$ cat src/sv/bcdec_pkg.sv
`timescale 1ns / 1ps
// Shared types, constants and arithmetic helpers of the BC1/BC2/BC3 block decoder.
// Used by every module of the decoder; depends on nothing.

package bcdec_pkg;

   // Default largest image dimension in pixels
   localparam int MAX_DIMENSION_DEF = 4096;

   // Fixed field widths
   localparam int CFG_DATA_W  = 13;
   localparam int CSR_INDEX_W = 2;
   localparam int PIX_W       = 12;
   localparam int BLK_POS_W   = PIX_W - 2;
   localparam int CHAN_W      = 8;
   localparam int QUEUE_DEPTH = 2;

   // Block format codes
   localparam logic [1:0] FMT_DXT1 = 2'd0;
   localparam logic [1:0] FMT_DXT3 = 2'd1;
   localparam logic [1:0] FMT_DXT5 = 2'd2;

   // Register indexes
   localparam logic [CSR_INDEX_W-1:0] CSR_FORMAT = 2'd0;
   localparam logic [CSR_INDEX_W-1:0] CSR_WIDTH  = 2'd1;
   localparam logic [CSR_INDEX_W-1:0] CSR_HEIGHT = 2'd2;

   // Register reset values
   localparam logic [CFG_DATA_W-1:0] DIM_RESET = 13'd256;

   // Compressed block as it arrives
   typedef struct packed {
      logic [63:0] alpha_word;
      logic [63:0] color_word;
   } req_type;

   // One decoded texel
   typedef struct packed {
      logic [PIX_W-1:0]  pixel_x;
      logic [PIX_W-1:0]  pixel_y;
      logic [CHAN_W-1:0] red;
      logic [CHAN_W-1:0] green;
      logic [CHAN_W-1:0] blue;
      logic [CHAN_W-1:0] alpha;
      logic              block_done;
      logic              image_done;
   } rsp_type;

   // Configuration registers as seen by the front end
   typedef struct packed {
      logic [1:0]            block_format;
      logic [CFG_DATA_W-1:0] image_width;
      logic [CFG_DATA_W-1:0] image_height;
   } cfg_type;

   // Color triple: [2] red, [1] green, [0] blue
   typedef logic [2:0][CHAN_W-1:0] rgb_type;

   // Classified block handed from front end to back end
   typedef struct packed {
      logic [1:0]                 fmt;
      logic                       four;
      rgb_type [3:0]              pal;
      logic [7:0][CHAN_W-1:0]     alpha_tab;
      logic [63:0]                alpha_word;
      logic [31:0]                color_idx;
      logic [BLK_POS_W-1:0]       blk_x;
      logic [BLK_POS_W-1:0]       blk_y;
      logic [1:0]                 last_x;
      logic [1:0]                 last_y;
      logic                       last_block;
   } entry_type;

   // 5-bit channel to 8 bits with rounding
   function automatic logic [7:0] widen5(input logic [4:0] v);
      logic [12:0] t;
      logic [12:0] s;
      t = 13'(v) * 13'd255 + 13'd16;
      s = 13'(t >> 5) + t;
      return s[12:5];
   endfunction

   // 6-bit channel to 8 bits with rounding
   function automatic logic [7:0] widen6(input logic [5:0] v);
      logic [13:0] t;
      logic [13:0] s;
      t = 14'(v) * 14'd255 + 14'd32;
      s = 14'(t >> 6) + t;
      return s[13:6];
   endfunction

   // x / 3 for x <= 765, reciprocal multiply
   function automatic logic [7:0] div3(input logic [9:0] x);
      logic [19:0] p;
      p = 20'(x) * 20'd683;
      return p[18:11];
   endfunction

   // x / 5 for x <= 1275
   function automatic logic [7:0] div5(input logic [10:0] x);
      logic [23:0] p;
      p = 24'(x) * 24'd3277;
      return p[21:14];
   endfunction

   // x / 7 for x <= 1785
   function automatic logic [7:0] div7(input logic [10:0] x);
      logic [25:0] p;
      p = 26'(x) * 26'd4682;
      return p[22:15];
   endfunction

endpackage

$ cat src/sv/bcdec_front.sv
`timescale 1ns / 1ps
// Front end: accepts compressed blocks, tracks block position, builds palettes.
// Depends on bcdec_pkg.

module bcdec_front #(
   parameter int MAX_DIMENSION = bcdec_pkg::MAX_DIMENSION_DEF
) (
   input  logic                 clock,
   input  logic                 reset,
   input  bcdec_pkg::cfg_type   cfg,
   input  logic                 req_valid,
   output logic                 req_ready,
   input  bcdec_pkg::req_type   req_data,
   output logic                 push_valid,
   input  logic                 push_ready,
   output bcdec_pkg::entry_type push_data
);

   localparam int DIM_W = $clog2(MAX_DIMENSION + 1);
   localparam int BLK_W = DIM_W - 1;
   localparam int CMP_W = (DIM_W > bcdec_pkg::CFG_DATA_W) ? DIM_W : bcdec_pkg::CFG_DATA_W;

   // clamped image size and block counts
   logic [CMP_W-1:0] w_raw, h_raw;
   logic [DIM_W-1:0] img_w, img_h;
   logic [BLK_W-1:0] blk_cnt_x, blk_cnt_y;

   // block position state
   logic [BLK_W-1:0] col_ff, row_ff, col_in, row_in;
   logic [BLK_W-1:0] cur_col, cur_row, row_step, col_step, row_next;
   logic             wrap_col, cur_last;

   // stage A
   logic                 a_valid_ff;
   bcdec_pkg::req_type   a_req_ff;
   logic [BLK_W-1:0]     a_col_ff, a_row_ff;
   logic                 a_last_ff;

   // stage B
   logic                          b_valid_ff;
   bcdec_pkg::rgb_type            b_e0_ff, b_e1_ff;
   logic                          b_four_ff;
   logic [1:0]                    b_fmt_ff;
   logic [7:0][7:0]               b_alpha_tab_ff;
   logic [63:0]                   b_alpha_word_ff;
   logic [31:0]                   b_color_idx_ff;
   logic [bcdec_pkg::BLK_POS_W-1:0] b_blk_x_ff, b_blk_y_ff;
   logic [1:0]                    b_last_x_ff, b_last_y_ff;
   logic                          b_last_block_ff;

   // A to B combinational results
   logic [15:0]        c0_w, c1_w;
   bcdec_pkg::rgb_type e0_w, e1_w;
   logic               four_w;
   logic [7:0]         a0_w, a1_w;
   logic [7:0][7:0]    alpha_tab_w;
   logic [DIM_W:0]     px_base, py_base, rem_x, rem_y;
   logic [1:0]         last_x_w, last_y_w;

   // B to queue palette
   bcdec_pkg::rgb_type [3:0] pal_w;

   logic a_free, b_free, a_take, a_move;

   // clamp dimensions to [1, MAX_DIMENSION]
   always_comb begin
      w_raw = CMP_W'(cfg.image_width);
      h_raw = CMP_W'(cfg.image_height);
      if (w_raw == '0) begin
         img_w = DIM_W'(1);
      end else if (w_raw > CMP_W'(MAX_DIMENSION)) begin
         img_w = DIM_W'(MAX_DIMENSION);
      end else begin
         img_w = DIM_W'(w_raw);
      end
      if (h_raw == '0) begin
         img_h = DIM_W'(1);
      end else if (h_raw > CMP_W'(MAX_DIMENSION)) begin
         img_h = DIM_W'(MAX_DIMENSION);
      end else begin
         img_h = DIM_W'(h_raw);
      end
      blk_cnt_x = BLK_W'(((DIM_W+1)'(img_w) + (DIM_W+1)'(3)) >> 2);
      blk_cnt_y = BLK_W'(((DIM_W+1)'(img_h) + (DIM_W+1)'(3)) >> 2);
   end

   // position of the incoming block and of the one after it
   always_comb begin
      wrap_col = (col_ff >= blk_cnt_x);
      cur_col  = wrap_col ? '0 : col_ff;
      row_step = wrap_col ? BLK_W'(row_ff + 1'b1) : row_ff;
      cur_row  = (row_step >= blk_cnt_y) ? '0 : row_step;
      cur_last = (cur_col == BLK_W'(blk_cnt_x - 1'b1))
              && (cur_row == BLK_W'(blk_cnt_y - 1'b1));
      col_step = BLK_W'(cur_col + 1'b1);
      row_next = BLK_W'(cur_row + 1'b1);
      if (col_step >= blk_cnt_x) begin
         col_in = '0;
         row_in = (row_next >= blk_cnt_y) ? '0 : row_next;
      end else begin
         col_in = col_step;
         row_in = cur_row;
      end
   end

   // pipeline handshake: each stage moves when the next one has room
   assign b_free    = !b_valid_ff || push_ready;
   assign a_free    = !a_valid_ff || b_free;
   assign a_move    = a_valid_ff && b_free;
   assign req_ready = a_free;
   assign a_take    = req_valid && a_free;

   always_ff @(posedge clock) begin
      if (reset) begin
         col_ff <= '0;
         row_ff <= '0;
      end else if (a_take) begin
         col_ff <= col_in;
         row_ff <= row_in;
      end
   end

   // stage A: capture item and its position
   always_ff @(posedge clock) begin
      if (reset) begin
         a_valid_ff <= 1'b0;
      end else if (a_free) begin
         a_valid_ff <= req_valid;
      end
   end

   always_ff @(posedge clock) begin
      if (a_take) begin
         a_req_ff  <= req_data;
         a_col_ff  <= cur_col;
         a_row_ff  <= cur_row;
         a_last_ff <= cur_last;
      end
   end

   // endpoints, color mode, alpha table, edge clipping
   always_comb begin
      c0_w   = a_req_ff.color_word[15:0];
      c1_w   = a_req_ff.color_word[31:16];
      e0_w[2] = bcdec_pkg::widen5(c0_w[15:11]);
      e0_w[1] = bcdec_pkg::widen6(c0_w[10:5]);
      e0_w[0] = bcdec_pkg::widen5(c0_w[4:0]);
      e1_w[2] = bcdec_pkg::widen5(c1_w[15:11]);
      e1_w[1] = bcdec_pkg::widen6(c1_w[10:5]);
      e1_w[0] = bcdec_pkg::widen5(c1_w[4:0]);
      four_w = (cfg.block_format == bcdec_pkg::FMT_DXT3)
            || (cfg.block_format == bcdec_pkg::FMT_DXT5)
            || (c0_w > c1_w);

      // DXT5: eight-entry mode when a0 > a1, else six entries plus 0 and 255
      a0_w = a_req_ff.alpha_word[7:0];
      a1_w = a_req_ff.alpha_word[15:8];
      alpha_tab_w[0] = a0_w;
      alpha_tab_w[1] = a1_w;
      for (int k = 2; k < 8; k++) begin
         if (a0_w > a1_w) begin
            alpha_tab_w[k] = bcdec_pkg::div7(11'(a0_w) * 11'(8 - k) + 11'(a1_w) * 11'(k - 1));
         end else if (k == 6) begin
            alpha_tab_w[k] = 8'h00;
         end else if (k == 7) begin
            alpha_tab_w[k] = 8'hFF;
         end else begin
            alpha_tab_w[k] = bcdec_pkg::div5(11'(a0_w) * 11'(6 - k) + 11'(a1_w) * 11'(k - 1));
         end
      end

      // last texel column and row still inside the image
      px_base = {a_col_ff, 2'b00};
      py_base = {a_row_ff, 2'b00};
      rem_x   = (DIM_W+1)'(img_w) - (DIM_W+1)'(1) - px_base;
      rem_y   = (DIM_W+1)'(img_h) - (DIM_W+1)'(1) - py_base;
      last_x_w = (rem_x >= (DIM_W+1)'(3)) ? 2'd3 : rem_x[1:0];
      last_y_w = (rem_y >= (DIM_W+1)'(3)) ? 2'd3 : rem_y[1:0];
   end

   // stage B
   always_ff @(posedge clock) begin
      if (reset) begin
         b_valid_ff <= 1'b0;
      end else if (b_free) begin
         b_valid_ff <= a_valid_ff;
      end
   end

   always_ff @(posedge clock) begin
      if (a_move) begin
         b_e0_ff         <= e0_w;
         b_e1_ff         <= e1_w;
         b_four_ff       <= four_w;
         b_fmt_ff        <= cfg.block_format;
         b_alpha_tab_ff  <= alpha_tab_w;
         b_alpha_word_ff <= a_req_ff.alpha_word;
         b_color_idx_ff  <= a_req_ff.color_word[63:32];
         b_blk_x_ff      <= bcdec_pkg::BLK_POS_W'(a_col_ff);
         b_blk_y_ff      <= bcdec_pkg::BLK_POS_W'(a_row_ff);
         b_last_x_ff     <= last_x_w;
         b_last_y_ff     <= last_y_w;
         b_last_block_ff <= a_last_ff;
      end
   end

   // color palette: thirds in four-color mode, mean and black otherwise
   always_comb begin
      pal_w[0] = b_e0_ff;
      pal_w[1] = b_e1_ff;
      for (int ch = 0; ch < 3; ch++) begin
         if (b_four_ff) begin
            pal_w[2][ch] = bcdec_pkg::div3({1'b0, b_e0_ff[ch], 1'b0} + 10'(b_e1_ff[ch]));
            pal_w[3][ch] = bcdec_pkg::div3(10'(b_e0_ff[ch]) + {1'b0, b_e1_ff[ch], 1'b0});
         end else begin
            pal_w[2][ch] = 8'((9'(b_e0_ff[ch]) + 9'(b_e1_ff[ch])) >> 1);
            pal_w[3][ch] = 8'h00;
         end
      end
   end

   assign push_valid = b_valid_ff;

   always_comb begin
      push_data.fmt        = b_fmt_ff;
      push_data.four       = b_four_ff;
      push_data.pal        = pal_w;
      push_data.alpha_tab  = b_alpha_tab_ff;
      push_data.alpha_word = b_alpha_word_ff;
      push_data.color_idx  = b_color_idx_ff;
      push_data.blk_x      = b_blk_x_ff;
      push_data.blk_y      = b_blk_y_ff;
      push_data.last_x     = b_last_x_ff;
      push_data.last_y     = b_last_y_ff;
      push_data.last_block = b_last_block_ff;
   end

endmodule

$ cat src/sv/bcdec_queue.sv
`timescale 1ns / 1ps
// Short queue of classified blocks between front end and back end.
// Depends on bcdec_pkg.

module bcdec_queue (
   input  logic                 clock,
   input  logic                 reset,
   input  logic                 push_valid,
   output logic                 push_ready,
   input  bcdec_pkg::entry_type push_data,
   output logic                 pop_valid,
   input  logic                 pop_ready,
   output bcdec_pkg::entry_type pop_data
);

   localparam int DEPTH = bcdec_pkg::QUEUE_DEPTH;
   localparam int PTR_W = (DEPTH > 1) ? $clog2(DEPTH) : 1;
   localparam int CNT_W = $clog2(DEPTH + 1);

   bcdec_pkg::entry_type mem_ff [DEPTH];
   logic [PTR_W-1:0] wr_ptr_ff, rd_ptr_ff;
   logic [CNT_W-1:0] count_ff;
   logic             do_push, do_pop;

   assign push_ready = (count_ff != CNT_W'(DEPTH));
   assign pop_valid  = (count_ff != '0);
   assign pop_data   = mem_ff[rd_ptr_ff];
   assign do_push    = push_valid && push_ready;
   assign do_pop     = pop_valid && pop_ready;

   // storage
   always_ff @(posedge clock) begin
      if (do_push) begin
         mem_ff[wr_ptr_ff] <= push_data;
      end
   end

   // pointers and fill count
   always_ff @(posedge clock) begin
      if (reset) begin
         wr_ptr_ff <= '0;
         rd_ptr_ff <= '0;
         count_ff  <= '0;
      end else begin
         if (do_push) begin
            wr_ptr_ff <= (wr_ptr_ff == PTR_W'(DEPTH - 1)) ? '0 : PTR_W'(wr_ptr_ff + 1'b1);
         end
         if (do_pop) begin
            rd_ptr_ff <= (rd_ptr_ff == PTR_W'(DEPTH - 1)) ? '0 : PTR_W'(rd_ptr_ff + 1'b1);
         end
         if (do_push && !do_pop) begin
            count_ff <= CNT_W'(count_ff + 1'b1);
         end else if (do_pop && !do_push) begin
            count_ff <= CNT_W'(count_ff - 1'b1);
         end
      end
   end

endmodule

$ cat src/sv/bcdec_back.sv
`timescale 1ns / 1ps
// Back end: walks the texels of a block in raster order up to its last kept one and emits the kept ones.
// Depends on bcdec_pkg.

module bcdec_back (
   input  logic                 clock,
   input  logic                 reset,
   input  logic                 pop_valid,
   output logic                 pop_ready,
   input  bcdec_pkg::entry_type pop_data,
   output logic                 rsp_valid,
   input  logic                 rsp_ready,
   output bcdec_pkg::rsp_type   rsp_data
);

   bcdec_pkg::entry_type cur_ff;
   logic                 cur_valid_ff;
   logic [3:0]           tex_ff;
   bcdec_pkg::rsp_type   out_ff;
   logic                 out_valid_ff;

   logic [1:0]         xx, yy, cidx;
   logic [4:0]         cidx_off;
   logic [5:0]         nib_off, k_off;
   logic [3:0]         nib;
   logic [2:0]         k;
   logic [7:0]         alpha_w;
   bcdec_pkg::rgb_type rgb_w;
   logic               kept, done_tex, out_free, step, finishing, take;
   bcdec_pkg::rsp_type tex_data;

   // texel selection
   always_comb begin
      xx       = tex_ff[1:0];
      yy       = tex_ff[3:2];
      cidx_off = {tex_ff, 1'b0};
      cidx     = cur_ff.color_idx[cidx_off +: 2];
      nib_off  = {tex_ff, 2'b00};
      nib      = cur_ff.alpha_word[nib_off +: 4];
      k_off    = 6'd16 + {2'b00, tex_ff} + {1'b0, tex_ff, 1'b0};
      k        = cur_ff.alpha_word[k_off +: 3];
      rgb_w    = cur_ff.pal[cidx];
      kept     = (xx <= cur_ff.last_x) && (yy <= cur_ff.last_y);
      done_tex = (xx == cur_ff.last_x) && (yy == cur_ff.last_y);
   end

   // alpha by format
   always_comb begin
      unique case (cur_ff.fmt)
         bcdec_pkg::FMT_DXT3: alpha_w = {nib, nib};
         bcdec_pkg::FMT_DXT5: alpha_w = cur_ff.alpha_tab[k];
         default:             alpha_w = (!cur_ff.four && cidx == 2'd3) ? 8'h00 : 8'hFF;
      endcase
   end

   always_comb begin
      tex_data.pixel_x    = {cur_ff.blk_x, xx};
      tex_data.pixel_y    = {cur_ff.blk_y, yy};
      tex_data.red        = rgb_w[2];
      tex_data.green      = rgb_w[1];
      tex_data.blue       = rgb_w[0];
      tex_data.alpha      = alpha_w;
      tex_data.block_done = done_tex;
      tex_data.image_done = done_tex && cur_ff.last_block;
   end

   // one texel per cycle while the output register has room
   assign out_free  = !out_valid_ff || rsp_ready;
   assign step      = cur_valid_ff && out_free;
   assign finishing = step && done_tex;
   assign pop_ready = !cur_valid_ff || finishing;
   assign take      = pop_valid && pop_ready;

   always_ff @(posedge clock) begin
      if (reset) begin
         cur_valid_ff <= 1'b0;
         tex_ff       <= '0;
      end else if (take) begin
         cur_valid_ff <= 1'b1;
         tex_ff       <= '0;
      end else if (finishing) begin
         cur_valid_ff <= 1'b0;
      end else if (step) begin
         tex_ff <= tex_ff + 1'b1;
      end
   end

   always_ff @(posedge clock) begin
      if (take) begin
         cur_ff <= pop_data;
      end
   end

   // output register
   always_ff @(posedge clock) begin
      if (reset) begin
         out_valid_ff <= 1'b0;
      end else if (out_free) begin
         out_valid_ff <= step && kept;
      end
   end

   always_ff @(posedge clock) begin
      if (step && kept) begin
         out_ff <= tex_data;
      end
   end

   assign rsp_valid = out_valid_ff;
   assign rsp_data  = out_ff;

endmodule

$ cat src/sv/bc1_bc2_bc3_texture_block_decoder.sv
`timescale 1ns / 1ps
// BC1/BC2/BC3 (DXT1/DXT3/DXT5) decoder: one compressed 4x4 block in, RGBA texels out.
// Top level; depends on bcdec_pkg, bcdec_front, bcdec_queue and bcdec_back.
//
// Each accepted item is one compressed block; blocks follow raster order and
// the decoder keeps the block position itself, wrapping at the end of the
// image (a register write does not reset it). Texels leave at most one per
// cycle while the output is not stalled, in raster order inside the block;
// those at or beyond the image width or height are not sent. The texel
// walker in the back end sets the rate: it holds a block until it reaches the
// last kept texel. The front end classifies a block in pipeline stages A and
// B, and a two-block queue sits between the two, so new blocks are taken while
// texels are still going out. A block passes stage A, stage B, the queue, the
// back end's block register and the output register. Write registers only
// while no block is in flight.

module bc1_bc2_bc3_texture_block_decoder #(
   parameter int MAX_DIMENSION = bcdec_pkg::MAX_DIMENSION_DEF
) (
   input  logic                                   clock,
   input  logic                                   reset,
   input  logic                                   req_valid,
   output logic                                   req_ready,
   input  bcdec_pkg::req_type                     req_data,
   output logic                                   rsp_valid,
   input  logic                                   rsp_ready,
   output bcdec_pkg::rsp_type                     rsp_data,
   input  logic                                   csr_valid,
   output logic                                   csr_ready,
   input  logic [bcdec_pkg::CSR_INDEX_W-1:0]      csr_index,
   input  logic [bcdec_pkg::CFG_DATA_W-1:0]       csr_data
);

   logic [1:0]                        fmt_ff;
   logic [bcdec_pkg::CFG_DATA_W-1:0]  width_ff, height_ff;
   bcdec_pkg::cfg_type                cfg;

   logic                 push_valid, push_ready, pop_valid, pop_ready;
   bcdec_pkg::entry_type push_data, pop_data;

   // configuration registers
   assign csr_ready = 1'b1;

   always_ff @(posedge clock) begin
      if (reset) begin
         fmt_ff    <= bcdec_pkg::FMT_DXT1;
         width_ff  <= bcdec_pkg::DIM_RESET;
         height_ff <= bcdec_pkg::DIM_RESET;
      end else if (csr_valid) begin
         case (csr_index)
            bcdec_pkg::CSR_FORMAT: fmt_ff    <= csr_data[1:0];
            bcdec_pkg::CSR_WIDTH:  width_ff  <= csr_data;
            bcdec_pkg::CSR_HEIGHT: height_ff <= csr_data;
            default: ;
         endcase
      end
   end

   always_comb begin
      cfg.block_format = fmt_ff;
      cfg.image_width  = width_ff;
      cfg.image_height = height_ff;
   end

   bcdec_front #(
      .MAX_DIMENSION(MAX_DIMENSION)
   ) u_front (
      .clock      (clock),
      .reset      (reset),
      .cfg        (cfg),
      .req_valid  (req_valid),
      .req_ready  (req_ready),
      .req_data   (req_data),
      .push_valid (push_valid),
      .push_ready (push_ready),
      .push_data  (push_data)
   );

   bcdec_queue u_queue (
      .clock      (clock),
      .reset      (reset),
      .push_valid (push_valid),
      .push_ready (push_ready),
      .push_data  (push_data),
      .pop_valid  (pop_valid),
      .pop_ready  (pop_ready),
      .pop_data   (pop_data)
   );

   bcdec_back u_back (
      .clock     (clock),
      .reset     (reset),
      .pop_valid (pop_valid),
      .pop_ready (pop_ready),
      .pop_data  (pop_data),
      .rsp_valid (rsp_valid),
      .rsp_ready (rsp_ready),
      .rsp_data  (rsp_data)
   );

endmodule

$ cat config.mk
export PLATFORM = sky130hd
export DESIGN_NAME = bc1_bc2_bc3_texture_block_decoder
export DESIGN_NICKNAME = d
export VERILOG_FILES = /design/src/sv/bcdec_pkg.sv /design/src/sv/bcdec_front.sv /design/src/sv/bcdec_queue.sv /design/src/sv/bcdec_back.sv /design/src/sv/bc1_bc2_bc3_texture_block_decoder.sv
export SDC_FILE = /design/constraint.sdc
export NUM_CORES = 2
export LEC_CHECK = 0
export BUFFER_PORTS_ARGS = -buffer_cell sky130_fd_sc_hd__buf_2
export CAP_MARGIN = 20
export CORE_MARGIN = 3
export CORE_UTILIZATION = 35
export DETAILED_ROUTE_END_ITERATION = 8
export PLACE_DENSITY_LB_ADDON = 0.25
export SLEW_MARGIN = 20
export SYNTH_ARGS = -nofsm -noshare
export SYNTH_HDL_FRONTEND = slang
export SYNTH_HIERARCHICAL = 1
export SYNTH_SLANG_ARGS = --single-unit
$ cat constraint.sdc
create_clock -name clock -period 20.2 [get_ports clock]
set_input_delay 2.02 -clock clock [delete_from_list [all_inputs] [get_ports clock]]
set_output_delay 2.02 -clock clock [all_outputs]
set_load 0.02 [all_outputs]
==> impl_results.md <==
- Run status: completed
- Post-synth EDFFs: approximately 1.3k
- Ys Warns: 6
- HPWL after DPL: 162000 um
- FF+latch count, synth: 1348
- Post-synth top area share: between 40% and 50%
- WS Path Type: reg2reg
- Layout cells sized above 1: between 10% and 20%
- Post-synth cell types: 106
- Total grt overflow: 0
- Maximum buffer depth of the clock tree: 4
- Vias per std cell: 4.91
- Gr usage total: between 10% and 20%
- Total CTS buffers: between 150 and 200
- CTS resizes: 0
- Crit path required time: 20.92 ns
- Global-route wire length before repair: approximately 340000 um
- Dpl ws: a little over 10 ns
- I/O pin total: about 210
- CTS tree: yes
- Drt wl/cell: 19.5 um
- Mapped Cells: roughly 7.0k
- Post-CTS setup repair buffer count: 0
- Most frequent cells in the layout: ha_1, edfxtp_1, inv_1
- Seq/Total Area, Yosys: between 40% and 50%
- # setup viols final: 0
- H-tree depth reported by CTS: 4
- Crit-path max FO: 25
- Core ar.: about 270000 sq um
- Synth Flop Type: edfxtp_1
- Largest net degree at the start of global routing: ~130
- CP bufs+invs: 1
- CTS Hold Buffers Added: 0
- Max Clock Skew: about 0.073 ns
- Core Rows: 189
- Post-route DRC: 0
- Crit path capture type: flip-flop
- CP dominant cell by count: ha_1
- Die Span Y: 524 um
- Critical path startpoint category: flip-flop
- DR vias: about 54k
- Antenna violations before repair: 31
- Period minus WS final: just over 10 ns
- CTS clk-pin slew, worst paths: ~0.070 ns
- Family with the most delay on the worst path: compound AO/OA/AOI/OAI gates
- Clock root buffer: clkbuf_16
- Initial Util: a little over a third
- Commonest non-fill, non-tap cell in the layout: ha_1
- CP peak stage delay: between 0.6 and 0.7 ns
- Relative slew slack: 27.4%
- Cell taking the most area after synthesis: edfxtp_1
- Area added between synthesis and finish: 10.8%
- Clock Sinks: roughly 1.3k
- RSZ-0062 raised after global routing: false
- WL final: approximately 220000 um
- DRT iter0 DRCs: roughly 3.0k
- First-pass DRT Iterations: 5
- Final Hold Vio Count: 0
- Synth area leaders: edfxtp_1, ha_1, fa_1, mux2_4, inv_1
- Max cap viols: 0
- Worst-Margin Slew: ~1.1 ns
- Fin. max-slew vios: 0
- Async SR Flop Fraction: 0%
- Worst EP arrival: approximately 11 ns
- Vias in the first global route: between 50k and 60k
- Clock insertion delay at the later pin of the skew report: slightly above 0.8 ns
- Final WS setup: around 10 ns
- Mapped Area: 93900 sq um
- Worst path slowest cell: nor3_2
- Syn Area/Cell: roughly 13 sq um
- # port buffers: 207
- FMAX: just under 0.1 GHz
- RD Place Congestion: slightly below 0.9
- Fin crit share: 50.6%
- Chip width: 524 um
- Setup_tns: 0 ns
- Final Net Count: approximately 9.4k
- Hold Path Class: reg2reg
- ANT nets after route: 0
- Die Area: 274000 sq um
[stage by stage]
stage / util, % / cell area, sq um / instances / hold WS (ns)
final: 39.1 / 104000 / 11000 / 0.382
after global routing: 39.1 / 104000 / 11000 / 0.393
after CTS: 39.1 / 104000 / 11000 / 0.390
after detailed placement: 37.2 / 98900 / 10700 / 0.405
after global placement: 37.2 / 98900 / 10700 / 0.403
after floorplan: - / 93900 / 7048 / 0.400
[path summary, 6_finish.rpt]
kind                                            from                   endpoint  slack (ns)  cells after the start
worst max register to register           width_ff[3]         u_front/row_ff[11]        9.98                     34
worst max-delay path                     width_ff[3]         u_front/row_ff[11]        9.98                     34
worst min-delay path            u_front/a_req_ff[36]  u_front/b_color_idx_ff[4]        0.38                      0
worst min register to register  u_front/a_req_ff[36]  u_front/b_color_idx_ff[4]        0.38                      0
[registers in the layout, indices dropped and copies added, names as in the netlist, 13 cells and up, named ones only]
| name | cells |
|---|---|
| u_front/b_color_idx_ff | 32 |
| u_front/a_req_ff | 112 |
| u_back/rsp_data | 58 |
| u_queue/mem_ff | 568 |
| u_front/b_alpha_word_ff | 50 |
| height_ff | 13 |
| u_front/push_data | 110 |
| u_back/cur_ff | 284 |
| width_ff | 13 |
[worst register-to-register path, delay by kind of cell, from the launching register on]
family	cells	cell delay (ns)
and+or+nand+nor	12	3.50
DFF	1	0.58
adders and majority gates	4	1.33
buffers and inverters	1	0.40
AOI/OAI and AO/OA	15	3.77
xor gates and xnor gates	2	0.54
[routing by layer]
layer,part of all wire [%],wire length (um),global-route usage (%),vias up
li1,-,-,-,26100
met1,47,100000,21.8,26700
met2,47,101000,26.0,920
met3,4.7,10200,2.47,254
met4,1.9,4060,3.25,16
met5,0.040,85,0,-
[cell families (layout without fill, tap and decap cells)]
kind of cell | after synthesis | count (layout) | synth area share [%]
buffers and inverters | 1033 | 1446 | 4.64
AOI/OAI and AO/OA | 942 | 942 | 6.73
other | 2 | 17 | 0.00800
muxes | 480 | 480 | 8.02
DFF | 1348 | 1348 | 42.4
and+or+nand+nor | 896 | 896 | 4.92
xor gates and xnor gates | 438 | 438 | 4.10
adders and majority gates | 1906 | 1906 | 29.2
[cells in the mapped netlist, drive strengths merged, types with 15 or more instances]
| cell type | instances |
|---|---|
| a31o | 16 |
| nand2b | 76 |
| mux4 | 102 |
| nor3 | 89 |
| o22ai | 15 |
| edfxtp | 1283 |
| o21a | 74 |
| and2 | 54 |
| dfxtp | 65 |
| o31ai | 32 |
| or2 | 20 |
| inv | 905 |
| clkbuf | 45 |
| nor2 | 222 |
| a21o | 110 |
| ha | 1434 |
| fa | 470 |
| mux2i | 55 |
| a211oi | 25 |
| buf | 82 |
| nand4 | 32 |
| nor2b | 50 |
| xnor2 | 306 |
| o21bai | 111 |
| o21ai | 117 |
| a21oi | 290 |
| o211ai | 19 |
| nand3 | 75 |
| a31oi | 16 |
| mux2 | 323 |
| nand2 | 154 |
| or3 | 34 |
| and3 | 22 |
| xor2 | 132 |
[area by class of cell]
type / count / area [sq um]
inverters: 906 / 3420
clock inverters: 82 / 774
repair buffers: 266 / 1510
well taps: 3533 / 4420
flip-flops and latches: 1348 / 39800
multi-input cells: 4667 / 49700
diodes: 12 / 30.0
clock buffers: 192 / 4250
fillers: 25100 / 162000
Power is left out: the tool's default activity adds up to more than one toggle a clock period on the data nets, which glitch-free logic cannot reach.
